## config.mk

```make
export PLATFORM = sky130hd
export DESIGN_NAME = signed_radix_digit_emitter_core
export DESIGN_NICKNAME = d
export VERILOG_FILES = /design/src/hw/rtl/sradx_pkg.sv /design/src/hw/rtl/sradx_front.sv /design/src/hw/rtl/sradx_job_queue.sv /design/src/hw/rtl/sradx_back.sv /design/src/hw/rtl/signed_radix_digit_emitter_core.sv
export SDC_FILE = /design/constraint.sdc
export NUM_CORES = 1
export LEC_CHECK = 0
export BUFFER_PORTS_ARGS = -buffer_cell sky130_fd_sc_hd__buf_4
export CAP_MARGIN = 25
export CORE_MARGIN = 3
export CORE_UTILIZATION = 59
export CTS_BUF_LIST = sky130_fd_sc_hd__clkbuf_4 sky130_fd_sc_hd__clkbuf_8
export CTS_CLUSTER_SIZE = 16
export DETAILED_ROUTE_END_ITERATION = 7
export PLACE_DENSITY = 0.79
export SKIP_LAST_GASP = 1
export SLEW_MARGIN = 20
export SYNTH_ARGS = -nofsm -noshare
export SYNTH_HDL_FRONTEND = slang
export SYNTH_SLANG_ARGS = --single-unit
```

## constraint.sdc

```tcl
create_clock -name clock -period 7.7 [get_ports clock]
set_clock_uncertainty 0.1 [all_clocks]
set_input_delay 1.54 -clock clock [delete_from_list [all_inputs] [get_ports clock]]
set_output_delay 1.54 -clock clock [all_outputs]
set_load 0.03 [all_outputs]
```

## src/hw/rtl/sradx_pkg.sv

```systemverilog
// Shared constants, types and the symbol lookup of the signed radix digit emitter.
// No dependencies; every other file of the block imports this package.
package sradx_pkg;

   localparam int VALUE_WIDTH  = 32;
   localparam int MAX_BASE     = 16;
   localparam int SYMBOL_SLOTS = 16;
   localparam int SYM_W        = 8;
   localparam int DIGIT_W      = 4;
   localparam int RADIX_W      = 5;
   localparam int DIGIT_DEPTH  = 32;
   localparam int IDX_W        = $clog2(DIGIT_DEPTH);
   localparam int COUNT_W      = IDX_W + 1;
   localparam int DIV_BITS     = 4;
   localparam int DIV_STEPS    = (VALUE_WIDTH + DIV_BITS - 1) / DIV_BITS;
   localparam int PAD_W        = DIV_STEPS * DIV_BITS;
   localparam int STEP_W       = (DIV_STEPS > 1) ? $clog2(DIV_STEPS) : 1;
   localparam int CSR_IDX_W    = 2;
   localparam int CSR_DATA_W   = 64;
   localparam int MIN_RADIX    = 2;

   localparam logic [SYM_W-1:0] SYM_PLUS  = 8'h2B;
   localparam logic [SYM_W-1:0] SYM_MINUS = 8'h2D;
   localparam logic [SYM_W-1:0] SYM_SPACE = 8'h20;
   localparam logic [SYM_W-1:0] SYM_NUL   = 8'h00;

   typedef enum logic [CSR_IDX_W-1:0] {
      CSR_SYMBOLS_LOW  = 2'd0,
      CSR_SYMBOLS_HIGH = 2'd1,
      CSR_RADIX        = 2'd2
   } csr_index_type;

   typedef struct packed {
      logic                   neg;
      logic [VALUE_WIDTH-1:0] magnitude;
   } job_type;

   typedef struct packed {
      logic [SYM_W-1:0] symbol;
      logic             last;
   } rsp_type;

   function automatic logic [SYM_W-1:0] symbol_at(input logic [CSR_DATA_W-1:0] lo,
                                                  input logic [CSR_DATA_W-1:0] hi,
                                                  input logic [DIGIT_W-1:0]    d);
      logic [5:0] base;
      base = {d[2:0], 3'b000};
      return d[3] ? hi[base +: SYM_W] : lo[base +: SYM_W];
   endfunction

endpackage

```

## src/hw/rtl/sradx_front.sv

```systemverilog
// Front end: accepts values, checks the symbol table and forms the magnitude job.
// Depends on sradx_pkg.
module sradx_front (
   input  logic                            req_push,
   input  logic [sradx_pkg::VALUE_WIDTH-1:0] req_value,
   input  logic [sradx_pkg::CSR_DATA_W-1:0]  symbols_low,
   input  logic [sradx_pkg::CSR_DATA_W-1:0]  symbols_high,
   input  logic [sradx_pkg::RADIX_W-1:0]     radix,
   input  logic                            job_full,
   output logic                            req_full,
   output logic                            job_push,
   output sradx_pkg::job_type              job_data,
   output logic                            table_ok
);
   import sradx_pkg::*;

   logic [SYMBOL_SLOTS-1:0] used;
   logic [SYM_W-1:0]        sym [SYMBOL_SLOTS];
   logic                    bad;
   logic [VALUE_WIDTH-1:0]  raw;

   always_comb begin
      bad = (radix < RADIX_W'(MIN_RADIX)) || (radix > RADIX_W'(MAX_BASE));
      for (int i = 0; i < SYMBOL_SLOTS; i++) begin
         used[i] = RADIX_W'(i) < radix;
         sym[i]  = symbol_at(symbols_low, symbols_high, DIGIT_W'(i));
         if (used[i] && (sym[i] == SYM_PLUS || sym[i] == SYM_MINUS ||
                         sym[i] == SYM_SPACE || sym[i] == SYM_NUL)) begin
            bad = 1'b1;
         end
      end
      // used[j] implies used[i] for i < j
      for (int i = 0; i < SYMBOL_SLOTS; i++) begin
         for (int j = i + 1; j < SYMBOL_SLOTS; j++) begin
            if (used[j] && sym[i] == sym[j]) begin
               bad = 1'b1;
            end
         end
      end
   end

   assign table_ok = !bad;
   assign raw      = req_value;
   assign req_full = job_full;

   // drop items under an invalid table
   assign job_push           = req_push && !job_full && table_ok;
   assign job_data.neg       = raw[VALUE_WIDTH-1];
   assign job_data.magnitude = raw[VALUE_WIDTH-1] ? (~raw + VALUE_WIDTH'(1)) : raw;

endmodule

```

## src/hw/rtl/sradx_job_queue.sv

```systemverilog
// Two-entry queue of conversion jobs between front and back end.
// Depends on sradx_pkg.
module sradx_job_queue (
   input  logic               clock,
   input  logic               reset,
   input  logic               push,
   input  sradx_pkg::job_type push_data,
   output logic               full,
   input  logic               pop,
   output logic               valid,
   output sradx_pkg::job_type pop_data
);
   import sradx_pkg::*;

   job_type    slot_ff [2];
   logic       wr_ptr_ff, wr_ptr_in;
   logic       rd_ptr_ff, rd_ptr_in;
   logic [1:0] count_ff, count_in;
   logic       do_push, do_pop;

   assign full     = count_ff == 2'd2;
   assign valid    = count_ff != 2'd0;
   assign pop_data = slot_ff[rd_ptr_ff];
   assign do_push  = push && !full;
   assign do_pop   = pop && valid;

   always_comb begin
      wr_ptr_in = wr_ptr_ff ^ do_push;
      rd_ptr_in = rd_ptr_ff ^ do_pop;
      count_in  = count_ff + {1'b0, do_push} - {1'b0, do_pop};
   end

   always_ff @(posedge clock) begin
      if (reset) begin
         wr_ptr_ff <= 1'b0;
         rd_ptr_ff <= 1'b0;
         count_ff  <= 2'd0;
      end else begin
         wr_ptr_ff <= wr_ptr_in;
         rd_ptr_ff <= rd_ptr_in;
         count_ff  <= count_in;
      end
   end

   always_ff @(posedge clock) begin
      if (do_push) begin
         slot_ff[wr_ptr_ff] <= push_data;
      end
   end

endmodule

```

## src/hw/rtl/sradx_back.sv

```systemverilog
// Back end: iterative digit division, digit store and character emission
// into a two-entry result queue. Depends on sradx_pkg.
module sradx_back (
   input  logic                            clock,
   input  logic                            reset,
   input  logic [sradx_pkg::CSR_DATA_W-1:0]  symbols_low,
   input  logic [sradx_pkg::CSR_DATA_W-1:0]  symbols_high,
   input  logic [sradx_pkg::RADIX_W-1:0]     radix,
   input  logic                            job_valid,
   input  sradx_pkg::job_type              job_data,
   output logic                            job_pop,
   output logic                            rsp_empty,
   input  logic                            rsp_pop,
   output sradx_pkg::rsp_type              rsp_data
);
   import sradx_pkg::*;

   typedef enum logic [4:0] {
      ST_IDLE = 5'b00001,
      ST_DIV  = 5'b00010,
      ST_SIGN = 5'b00100,
      ST_LOAD = 5'b01000,
      ST_EMIT = 5'b10000
   } state_type;

   state_type            state_ff, state_in;
   logic [PAD_W-1:0]     quot_ff, quot_in;
   logic [DIGIT_W-1:0]   rem_ff, rem_in;
   logic [STEP_W-1:0]    step_ff, step_in;
   logic [COUNT_W-1:0]   n_ff, n_in;
   logic [COUNT_W-1:0]   k_ff, k_in;
   logic                 neg_ff, neg_in;
   logic [DIGIT_W-1:0]   digit_store [DIGIT_DEPTH];
   logic [DIGIT_W-1:0]   digit_rd_ff;
   logic [IDX_W-1:0]     rd_addr;
   logic                 store_we;
   logic [PAD_W-1:0]     q_step;
   logic [DIGIT_W-1:0]   r_step;
   logic [DIGIT_W:0]     r_wide;
   logic [COUNT_W-1:0]   n_next;

   rsp_type              out_slot_ff [2];
   logic                 out_wr_ff, out_rd_ff;
   logic [1:0]           out_count_ff;
   logic                 out_full, out_push, out_pop;
   rsp_type              out_item;

   // DIV_BITS restoring steps on a narrow remainder
   always_comb begin
      q_step = quot_ff;
      r_step = rem_ff;
      for (int b = 0; b < DIV_BITS; b++) begin
         r_wide = {r_step, q_step[PAD_W-1]};
         q_step = {q_step[PAD_W-2:0], 1'b0};
         if (r_wide >= radix) begin
            r_wide    = r_wide - radix;
            q_step[0] = 1'b1;
         end
         r_step = r_wide[DIGIT_W-1:0];
      end
   end

   assign n_next   = n_ff + COUNT_W'(1);
   assign rd_addr  = IDX_W'(k_ff - COUNT_W'(1));
   assign out_full = out_count_ff == 2'd2;

   always_comb begin
      state_in = state_ff;
      quot_in  = quot_ff;
      rem_in   = rem_ff;
      step_in  = step_ff;
      n_in     = n_ff;
      k_in     = k_ff;
      neg_in   = neg_ff;
      job_pop  = 1'b0;
      store_we = 1'b0;
      out_push = 1'b0;
      out_item.symbol = symbol_at(symbols_low, symbols_high, digit_rd_ff);
      out_item.last   = k_ff == COUNT_W'(1);
      case (state_ff)
         ST_IDLE: begin
            if (job_valid) begin
               job_pop  = 1'b1;
               quot_in  = PAD_W'(job_data.magnitude);
               rem_in   = '0;
               step_in  = '0;
               n_in     = '0;
               neg_in   = job_data.neg;
               state_in = ST_DIV;
            end
         end
         ST_DIV: begin
            quot_in = q_step;
            rem_in  = r_step;
            step_in = step_ff + STEP_W'(1);
            if (step_ff == STEP_W'(DIV_STEPS - 1)) begin
               store_we = 1'b1;
               n_in     = n_next;
               step_in  = '0;
               rem_in   = '0;
               if (q_step == '0 || n_next >= COUNT_W'(DIGIT_DEPTH)) begin
                  k_in     = n_next;
                  state_in = neg_ff ? ST_SIGN : ST_LOAD;
               end
            end
         end
         ST_SIGN: begin
            out_item.symbol = SYM_MINUS;
            out_item.last   = 1'b0;
            if (!out_full) begin
               out_push = 1'b1;
               state_in = ST_LOAD;
            end
         end
         ST_LOAD: begin
            state_in = ST_EMIT;
         end
         ST_EMIT: begin
            if (!out_full) begin
               out_push = 1'b1;
               k_in     = k_ff - COUNT_W'(1);
               state_in = (k_ff == COUNT_W'(1)) ? ST_IDLE : ST_LOAD;
            end
         end
         default: begin
            state_in = ST_IDLE;
         end
      endcase
   end

   always_ff @(posedge clock) begin
      if (reset) begin
         state_ff <= ST_IDLE;
         n_ff     <= '0;
         k_ff     <= '0;
         step_ff  <= '0;
      end else begin
         state_ff <= state_in;
         n_ff     <= n_in;
         k_ff     <= k_in;
         step_ff  <= step_in;
      end
   end

   always_ff @(posedge clock) begin
      quot_ff <= quot_in;
      rem_ff  <= rem_in;
      neg_ff  <= neg_in;
   end

   always_ff @(posedge clock) begin
      if (store_we) begin
         digit_store[n_ff[IDX_W-1:0]] <= r_step;
      end
      digit_rd_ff <= digit_store[rd_addr];
   end

   // result queue
   assign out_pop   = rsp_pop && !rsp_empty;
   assign rsp_empty = out_count_ff == 2'd0;
   assign rsp_data  = out_slot_ff[out_rd_ff];

   always_ff @(posedge clock) begin
      if (reset) begin
         out_wr_ff    <= 1'b0;
         out_rd_ff    <= 1'b0;
         out_count_ff <= 2'd0;
      end else begin
         out_wr_ff    <= out_wr_ff ^ out_push;
         out_rd_ff    <= out_rd_ff ^ out_pop;
         out_count_ff <= out_count_ff + {1'b0, out_push} - {1'b0, out_pop};
      end
   end

   always_ff @(posedge clock) begin
      if (out_push) begin
         out_slot_ff[out_wr_ff] <= out_item;
      end
   end

endmodule

```

## src/hw/rtl/signed_radix_digit_emitter_core.sv

```systemverilog
// Top level of the signed radix digit emitter: configuration registers,
// front end, job queue and back end. Depends on sradx_pkg and the sradx_ modules.
//
// Push a signed 32-bit value and pop its text, one symbol byte per item, most
// significant digit first, rsp_last marking the final byte; a negative value
// starts with '-'. Digit d is byte d of the 16-byte symbol table (csr index 0
// holds digits 0-7, index 1 digits 8-15, index 2 the radix). Values pushed
// while the table is invalid (radix outside 2..16, a '+', '-', space or zero
// byte among the used symbols, or a repeated symbol) are taken and dropped.
// The back end divides by the radix four quotient bits per cycle and stores one
// digit after each full division pass, then passes each digit byte through a load
// and an emit state; the two-entry job queue lets the next values enter while one
// converts.
module signed_radix_digit_emitter_core (
   input  logic                              clock,
   input  logic                              reset,
   input  logic                              req_push,
   output logic                              req_full,
   input  logic signed [sradx_pkg::VALUE_WIDTH-1:0] req_value,
   output logic                              rsp_empty,
   input  logic                              rsp_pop,
   output logic [sradx_pkg::SYM_W-1:0]       rsp_symbol,
   output logic                              rsp_last,
   input  logic                              csr_write_enable,
   input  logic [sradx_pkg::CSR_IDX_W-1:0]   csr_index,
   input  logic [sradx_pkg::CSR_DATA_W-1:0]  csr_data
);
   import sradx_pkg::*;

   logic [CSR_DATA_W-1:0] symbols_low_ff;
   logic [CSR_DATA_W-1:0] symbols_high_ff;
   logic [RADIX_W-1:0]    radix_ff;
   logic                  job_full, job_push, job_valid, job_pop, table_ok;
   job_type               job_in, job_out;
   rsp_type               rsp_data;

   // Hold configuration; writes to an unused index are dropped.
   always_ff @(posedge clock) begin
      if (reset) begin
         symbols_low_ff  <= '0;
         symbols_high_ff <= '0;
         radix_ff        <= '0;
      end else if (csr_write_enable) begin
         case (csr_index)
            CSR_SYMBOLS_LOW:  symbols_low_ff  <= csr_data;
            CSR_SYMBOLS_HIGH: symbols_high_ff <= csr_data;
            CSR_RADIX:        radix_ff        <= csr_data[RADIX_W-1:0];
            default: begin
            end
         endcase
      end
   end

   // Classify and form the magnitude.
   sradx_front u_front (
      .req_push     (req_push),
      .req_value    (req_value),
      .symbols_low  (symbols_low_ff),
      .symbols_high (symbols_high_ff),
      .radix        (radix_ff),
      .job_full     (job_full),
      .req_full     (req_full),
      .job_push     (job_push),
      .job_data     (job_in),
      .table_ok     (table_ok)
   );

   // Decouple acceptance from conversion.
   sradx_job_queue u_job_queue (
      .clock     (clock),
      .reset     (reset),
      .push      (job_push),
      .push_data (job_in),
      .full      (job_full),
      .pop       (job_pop),
      .valid     (job_valid),
      .pop_data  (job_out)
   );

   // Divide, store digits, emit bytes.
   sradx_back u_back (
      .clock        (clock),
      .reset        (reset),
      .symbols_low  (symbols_low_ff),
      .symbols_high (symbols_high_ff),
      .radix        (radix_ff),
      .job_valid    (job_valid),
      .job_data     (job_out),
      .job_pop      (job_pop),
      .rsp_empty    (rsp_empty),
      .rsp_pop      (rsp_pop),
      .rsp_data     (rsp_data)
   );

   assign rsp_symbol = rsp_data.symbol;
   assign rsp_last   = rsp_data.last;

   // Results only appear under a valid table.
   a_rsp_needs_table: assert property (@(posedge clock) disable iff (reset)
      !rsp_empty |-> table_ok)
      else $error("result present while symbol table is invalid");

   // A minus sign is never the final byte of a run.
   a_minus_not_last: assert property (@(posedge clock) disable iff (reset)
      (!rsp_empty && rsp_symbol == SYM_MINUS) |-> !rsp_last)
      else $error("minus sign marked as last byte");

   // Reset leaves no result queued.
   a_reset_empty: assert property (@(posedge clock)
      reset |=> rsp_empty)
      else $error("result queue not empty after reset");

endmodule

```

==> results of run 1 <==
[routing by layer]
metal	part of all wire [%]	GRT usage, %	vias to the layer above
met5	0	0	-
met4	8.2	25.4	0
met3	13	11.8	702
met2	44	59.5	2167
met1	35	48.1	12664
li1	-	-	11146
[state kept, by name, indices dropped and copies added (netlist names), 6 cells and up]
signal,cells
symbols_high_ff,64
symbols_low_ff,64
u_back.digit_store,128
u_back.k_ff,6
u_back.n_ff,6
u_back.out_slot_ff,18
u_back.quot_ff,32
u_job_queue.slot_ff,66
[power groups by stage]
stage | Combinational (mW) | Sequential [mW] | Clock (mW)
after floorplan | 2.51 | 4.01 | 0
after global placement | 3.90 | 4.30 | 0
after detailed placement | 4.47 | 4.35 | 0
after CTS | 4.47 | 4.31 | 2.00
after global routing | 4.93 | 4.30 | 2.09
final | 4.52 | 4.28 | 1.98
[layout make-up]
cell class	count	area, um^2	share of cell area, %
sequential	414	10800	32.1
multi-input combinational	2434	18500	54.9
inverter	33	124	0.368
clock inverter	28	188	0.558
clock buffer	96	1180	3.52
tap	680	851	2.53
timing repair buffer	265	2020	6.01
antenna	2	5.00	0.0149
[final timing paths]
check | startpoint | to | slack (ps) | depth (start not counted)
max reg2reg | radix_ff[1] | u_back.state_ff[2] | 640 | 26
max | radix_ff[1] | u_back.state_ff[2] | 640 | 26
min | symbols_high_ff[51] | symbols_high_ff[51] | 360 | 2
min reg2reg | symbols_high_ff[51] | symbols_high_ff[51] | 360 | 2
[critical path: cells and delay by family, from the launching register on]
family / cells / cell delay (ps)
DFF: 1 / 560
muxes: 2 / 860
adders and majority gates: 4 / 1090
AOI/OAI and AO/OA: 14 / 3400
buffers and inverters: 3 / 400
and+or+nand+nor: 3 / 570
[stage by stage]
stage,util [%],setup slack [ps]
after floorplan,-,450
after global placement,62.4,404
after detailed placement,62.5,334
after CTS,65.1,338
after global routing,65.2,17.2
final,65.2,639
[cells in the final DEF (no fill, tap or decap), drive strengths merged, types with 114 or more instances in the layout]
cell type    n
edfxtp     249
a21oi      183
buf        265
xnor2      556
nor4       153
nand2      341
nor2       114
dfxtp      165
nand4      137
xor2       471
[timing repair]
item                       4_1_cts  5_1_grt
setup endpoints to repair        0       55
buffers inserted                 0        0
resized for setup                0        1
[cells in the mapped netlist (10+ instances only)]
master      n  area, um^2
nand2_1   341        1280
a21oi_1   182         911
ha_1       37         463
a41oi_1    12         105
dfxtp_1   165        3300
edfxtp_1  249        7480
inv_1      32         120
xor2_1    471        4130
buf_2     263        1320
nor4_1    152         951
or3_1      10        62.6
nor2_1    113         424
mux4_2     80        1800
o21ai_0    56         280
mux2i_1    41         410
mux2_2     20         225
nor3_1     38         190
nand4_1   136         851
a31oi_1    16         100
nand3_1    24         120
xnor2_1   556        4870
clkbuf_1   71         267
[kinds of logic (layout without fill, tap and decap cells)]
kind of cell	Yosys count	count (layout)	synth area share [%]
muxes	141	141	7.86
xor gates and xnor gates	1027	1027	29.0
buffers and inverters	379	422	5.69
AOI/OAI and AO/OA	349	349	6.81
and+or+nand+nor	876	876	14.1
DFF	414	414	34.8
adders and majority gates	41	41	1.75
other	0	2	0
==> impl_metrics.yaml, run 1 <==
pwr:
  netSwitchingPower_mw: 4.14
  finalPower_mw: 10.8
  vdd_ir_drop_max_mv: 0.759
  p_sw_share_pct: 38.4
  seq_power_share_pct: 39.7
  power_density_nw_per_um2: 320
  cellLeakagePower_nw: 13.4
  pwr-share-clk_pct: 18.3
  p_int_mw: 6.63
  comb_power_share_pct: 41.9
setup_path:
  setup.worst_path.start_class: "register"
  critical_path_class: "reg -> reg"
  crit_path_end_kind: "register"
  crit_path_top_delay_cell: "dfxtp_2"
  worst-path-max-fanout: 14
  cp.arrival_ps: 7550
  required_ps: 8180
  crit_top_cell: "ha_1"
  critPathMaxStageDelay_ps: 560
timing:
  slew_headroom_pct: 18.6
  tns_ps: 0
  hold_viol: 0
  worst_pin_slew_ps: 1210
  period_share_pct: 91.7
  fin_crit_ps: 7060
  maxSlewViolCount: 0
  finalHoldWorstSlack_ps: 359
  setup_viol_count_final: 0
  rsz0062_at_grt: "no"
  fmax_ghz: 0.142
synth:
  ys_seq_area_share_pct: 34.8
  avgSynthCellArea_um2: 9.60
  synth_seq_cells: 414
  netlist_instances: 3227
  synth_ff_type: "edfxtp_1"
  async_reset_ff_share_pct: 0
  synth-edff-count: 249
  synth_nets: 3371
  yosysWarnings: 0
  synth.distinct_cells: 74
  netlist_area_um2: 31000
run:
  drv_cap: 0
cts:
  cts_max_level: 3
  clk_pin_slew_worst_paths_ps: 70
  holdBufCountCts: 0
  cts_tree: "done"
  cts_buffers: 69
  cts.path.max_buffers: 3
  clock-sinks: 414
  clk_latency_ps: 670
  root_buffer: "clkbuf_8"
finish:
  fill_cells: 4005
  nNetsFinal: 3361
  design_area_um2: 33600
  stdcell_count: 3952
  drive_gt1_share_pct: 15.9
  syn2layout_area_growth_pct: 8.57
global_route:
  grt_util_all_layers_pct: 39.0
  grt_max_degree: 84
  grt_pass1_wl_um: 165000
  antenna_found_initial: 2
  gr-total-overflow: 0
  grt_pass1_vias: 26273
place:
  routabilityCongestion: 1.05
  io_buffers: 113
  dpl-instance-area_um2: 32200
  dp_cells: 3825
  hpwl_um: 69100
detailed_routing:
  vias_per_cell: 6.75
  drc_errors: 0
  routed-via-count: 26679
  drtAntennaViolNets: 0
  drtIter0Drc: 3792
  routedWlPerCell_um: 28.2
  dr.pass1.iters: 8
  drt-total-wl_um: 111000
die:
  rows: 83
  ioPinCount: 114
  die_area_um2: 55300
  core-area_um2: 51600
  dieHeight_um: 235
  die_w_um: 235
  start_util_pct: 60.0
outcome:
  status: "completed"
worst_hold_path:
  worstHoldPathType: "reg -> reg"
No activity file was read; power rests on OpenSTA's default activity.
==> run 2: changes to the inputs <==
==> constraint.sdc (replaced) <==
create_clock -name clock -period 7.7 [get_ports clock]
set_clock_uncertainty 0.1 [all_clocks]
set_input_delay 2.31 -clock clock [delete_from_list [all_inputs] [get_ports clock]]
set_output_delay 2.31 -clock clock [all_outputs]
set_load 0.03 [all_outputs]
==> run 2 against run 1 <==
Compared with the run above: the flow now finishes with violations (design-rule violations); via count rose by 0.21%; flip-flop and latch count did not move; cell area rose by 0.13%; largest cell class unchanged.
==> impl_metrics.yaml, run 2 (synthesis gave the netlist of run 1 again) <==
setup_path:
  crit_path_top_delay_cell: "dfxtp_1"
  worst-path-max-fanout: 12
  reg2reg_depth: 26
  crit_buf_inv: 2
  reg2reg_slack_ps: 600
  reg2reg_from: "radix_ff[0]"
  setup.worst_path.start_class: "register"
  critical_path_class: "reg -> reg"
  r2r_end: "u_back.state_ff[2]"
  required_ps: 8170
  path_delay_family: "compound AO/OA/AOI/OAI gates"
  crit_top_cell: "ha_1"
  crit_path_end_kind: "register"
  critPathMaxStageDelay_ps: 680
  cp.arrival_ps: 7570
cts:
  postCtsSetupBuffers: 0
  cts_resized: 0
  cts.path.max_buffers: 3
  clk_latency_ps: 680
  root_buffer: "clkbuf_8"
  cts_max_level: 3
  holdBufCountCts: 0
  cts_buffers: 69
  clock-sinks: 414
  clk_pin_slew_worst_paths_ps: 70
  cts_tree: "done"
worst_hold_path:
  worstHoldPathType: "reg -> reg"
  hold_depth: 2
  holdPathEnd: "symbols_high_ff[32]"
  hp-start: "symbols_high_ff[32]"
detailed_routing:
  drtIter0Drc: 3595
  drtAntennaViolNets: 0
  dr.pass1.iters: 8
  routedWlPerCell_um: 28.1
  vias_per_cell: 6.76
  routed-via-count: 26736
  drt-total-wl_um: 111000
  drc_errors: 1
global_route:
  grt_max_degree: 82
  grt_pass1_wl_um: 164000
  gr-usage-met2_pct: 59.0
  gr-total-overflow: 0
  grt_util_all_layers_pct: 38.9
  antenna_found_initial: 2
  grt_pass1_vias: 26459
  met1_usage_pct: 47.3
  grt_use_met3_pct: 12.4
  grt.busiest_layer: "met2"
pwr:
  vdd_ir_drop_max_mv: 0.483
  cellLeakagePower_nw: 13.4
  power_density_nw_per_um2: 319
finish:
  fill_cells: 4038
  multiInputGateArea_um2: 18500
  seqCellArea_um2: 10800
  largest_reg_flops: 128
  drive_gt1_share_pct: 16.0
  stdcell_count: 3953
  syn2layout_area_growth_pct: 8.71
  final_cell_mix: "xnor2_1, xor2_1, nand2_1, buf_4, edfxtp_1"
  layout_commonest_cell: "xnor2_1"
  nNetsFinal: 3363
die:
  start_util_pct: 60.0
  die_w_um: 235
  die_area_um2: 55300
  dieHeight_um: 235
  rows: 83
  ioPinCount: 114
  core-area_um2: 51600
outcome:
  status: "finished with violations"
  violations: "design-rule violations"
timing:
  setup_viol_count_final: 0
  fmax_ghz: 0.141
  fin_crit_ps: 7100
  hold_viol: 0
  tns_ps: 0
  maxSlewViolCount: 0
  worst_pin_slew_ps: 972
  finalHoldWorstSlack_ps: 355
  period_share_pct: 92.2
  slew_headroom_pct: 34.3
  rsz0062_at_grt: "no"
place:
  routabilityCongestion: 1.07
  io_buffers: 113
  hpwl_um: 69200
  dp_cells: 3827
run:
  drv_cap: 0
## run 2: cell types whose count changed in the layout (fill, tap and decap cells not counted), sizes merged
cell / before / now
diode: 2 / 3
buf: 265 / 267
clkbuf: 96 / 103
inv: 33 / 35
clkinv: 23 / 12
bufinv: 1 / 2
clkinvlp: 4 / 3
## run 2: report_power, final
group | switching, mW | internal [mW] | leakage, nW
logic | 3.09 | 1.35 | 9.11
clock network | 0.920 | 1.10 | 0.740
registers | 0.104 | 4.18 | 3.59
## run 2: through the flow
step	area (um^2)	setup WS [ps]	util (%)	power (mW)
floorplan	31000	450	-	6.52
finish	33700	600	65.3	10.7
global placement	32200	715	62.4	8.20
CTS	33700	631	65.2	10.7
detailed placement	32200	673	62.5	8.70
global route	33700	69.2	65.3	11.3
## run 2: final cells by class
cell class	count	area share (%)
Clock buffer	103	3.67
Clock inverter	19	0.509
Antenna cell	3	0.0223
Inverter	33	0.368
Timing Repair Buffer	267	6.00
Tap cell	680	2.53
Sequential cell	414	32.0
Multi-Input combinational cell	2434	54.9
## run 2: worst max path at each step
stage                startpoint                         to  slack [ps]  depth (start not counted)
finish              radix_ff[0]         u_back.state_ff[2]         600                         26
global route        radix_ff[0]         u_back.state_ff[2]          70                         27
CTS                 radix_ff[0]         u_back.state_ff[2]         630                         27
detailed placement  radix_ff[0]         u_back.state_ff[2]         670                         27
global placement    radix_ff[0]  u_back.digit_store[17][2]         720                         25
floorplan           radix_ff[2]   u_back.digit_store[0][3]         450                         24
## run 2: worst register-to-register path: stages, from the launching register on
cell	delay, ps
dfxtp_1	680
ha_1	340
nand2b_1	150
a21o_1	170
a21oi_1	170
o21ai_2	160
mux2_2	320
inv_1	50
ha_1	280
nor2b_1	110
o21ai_0	120
a31oi_2	540
mux2i_1	430
ha_1	320
a311oi_1	360
a31oi_2	270
nor2_1	150
a21o_1	140
inv_1	70
ha_1	290
a21o_1	160
a21oi_1	200
o211ai_1	170
o41ai_4	480
o211ai_1	330
or2_1	310
a21oi_1	140
## run 2: routing by layer
metal  routed length (um)  share of wire [%]  vias to the layer above
li1                     -                  -                    11131
met1                39600                 36                    12809
met2                48300                 43                     2060
met3                13800                 12                      736
met4                 9410                8.5                        0
met5                    0                  0                        -
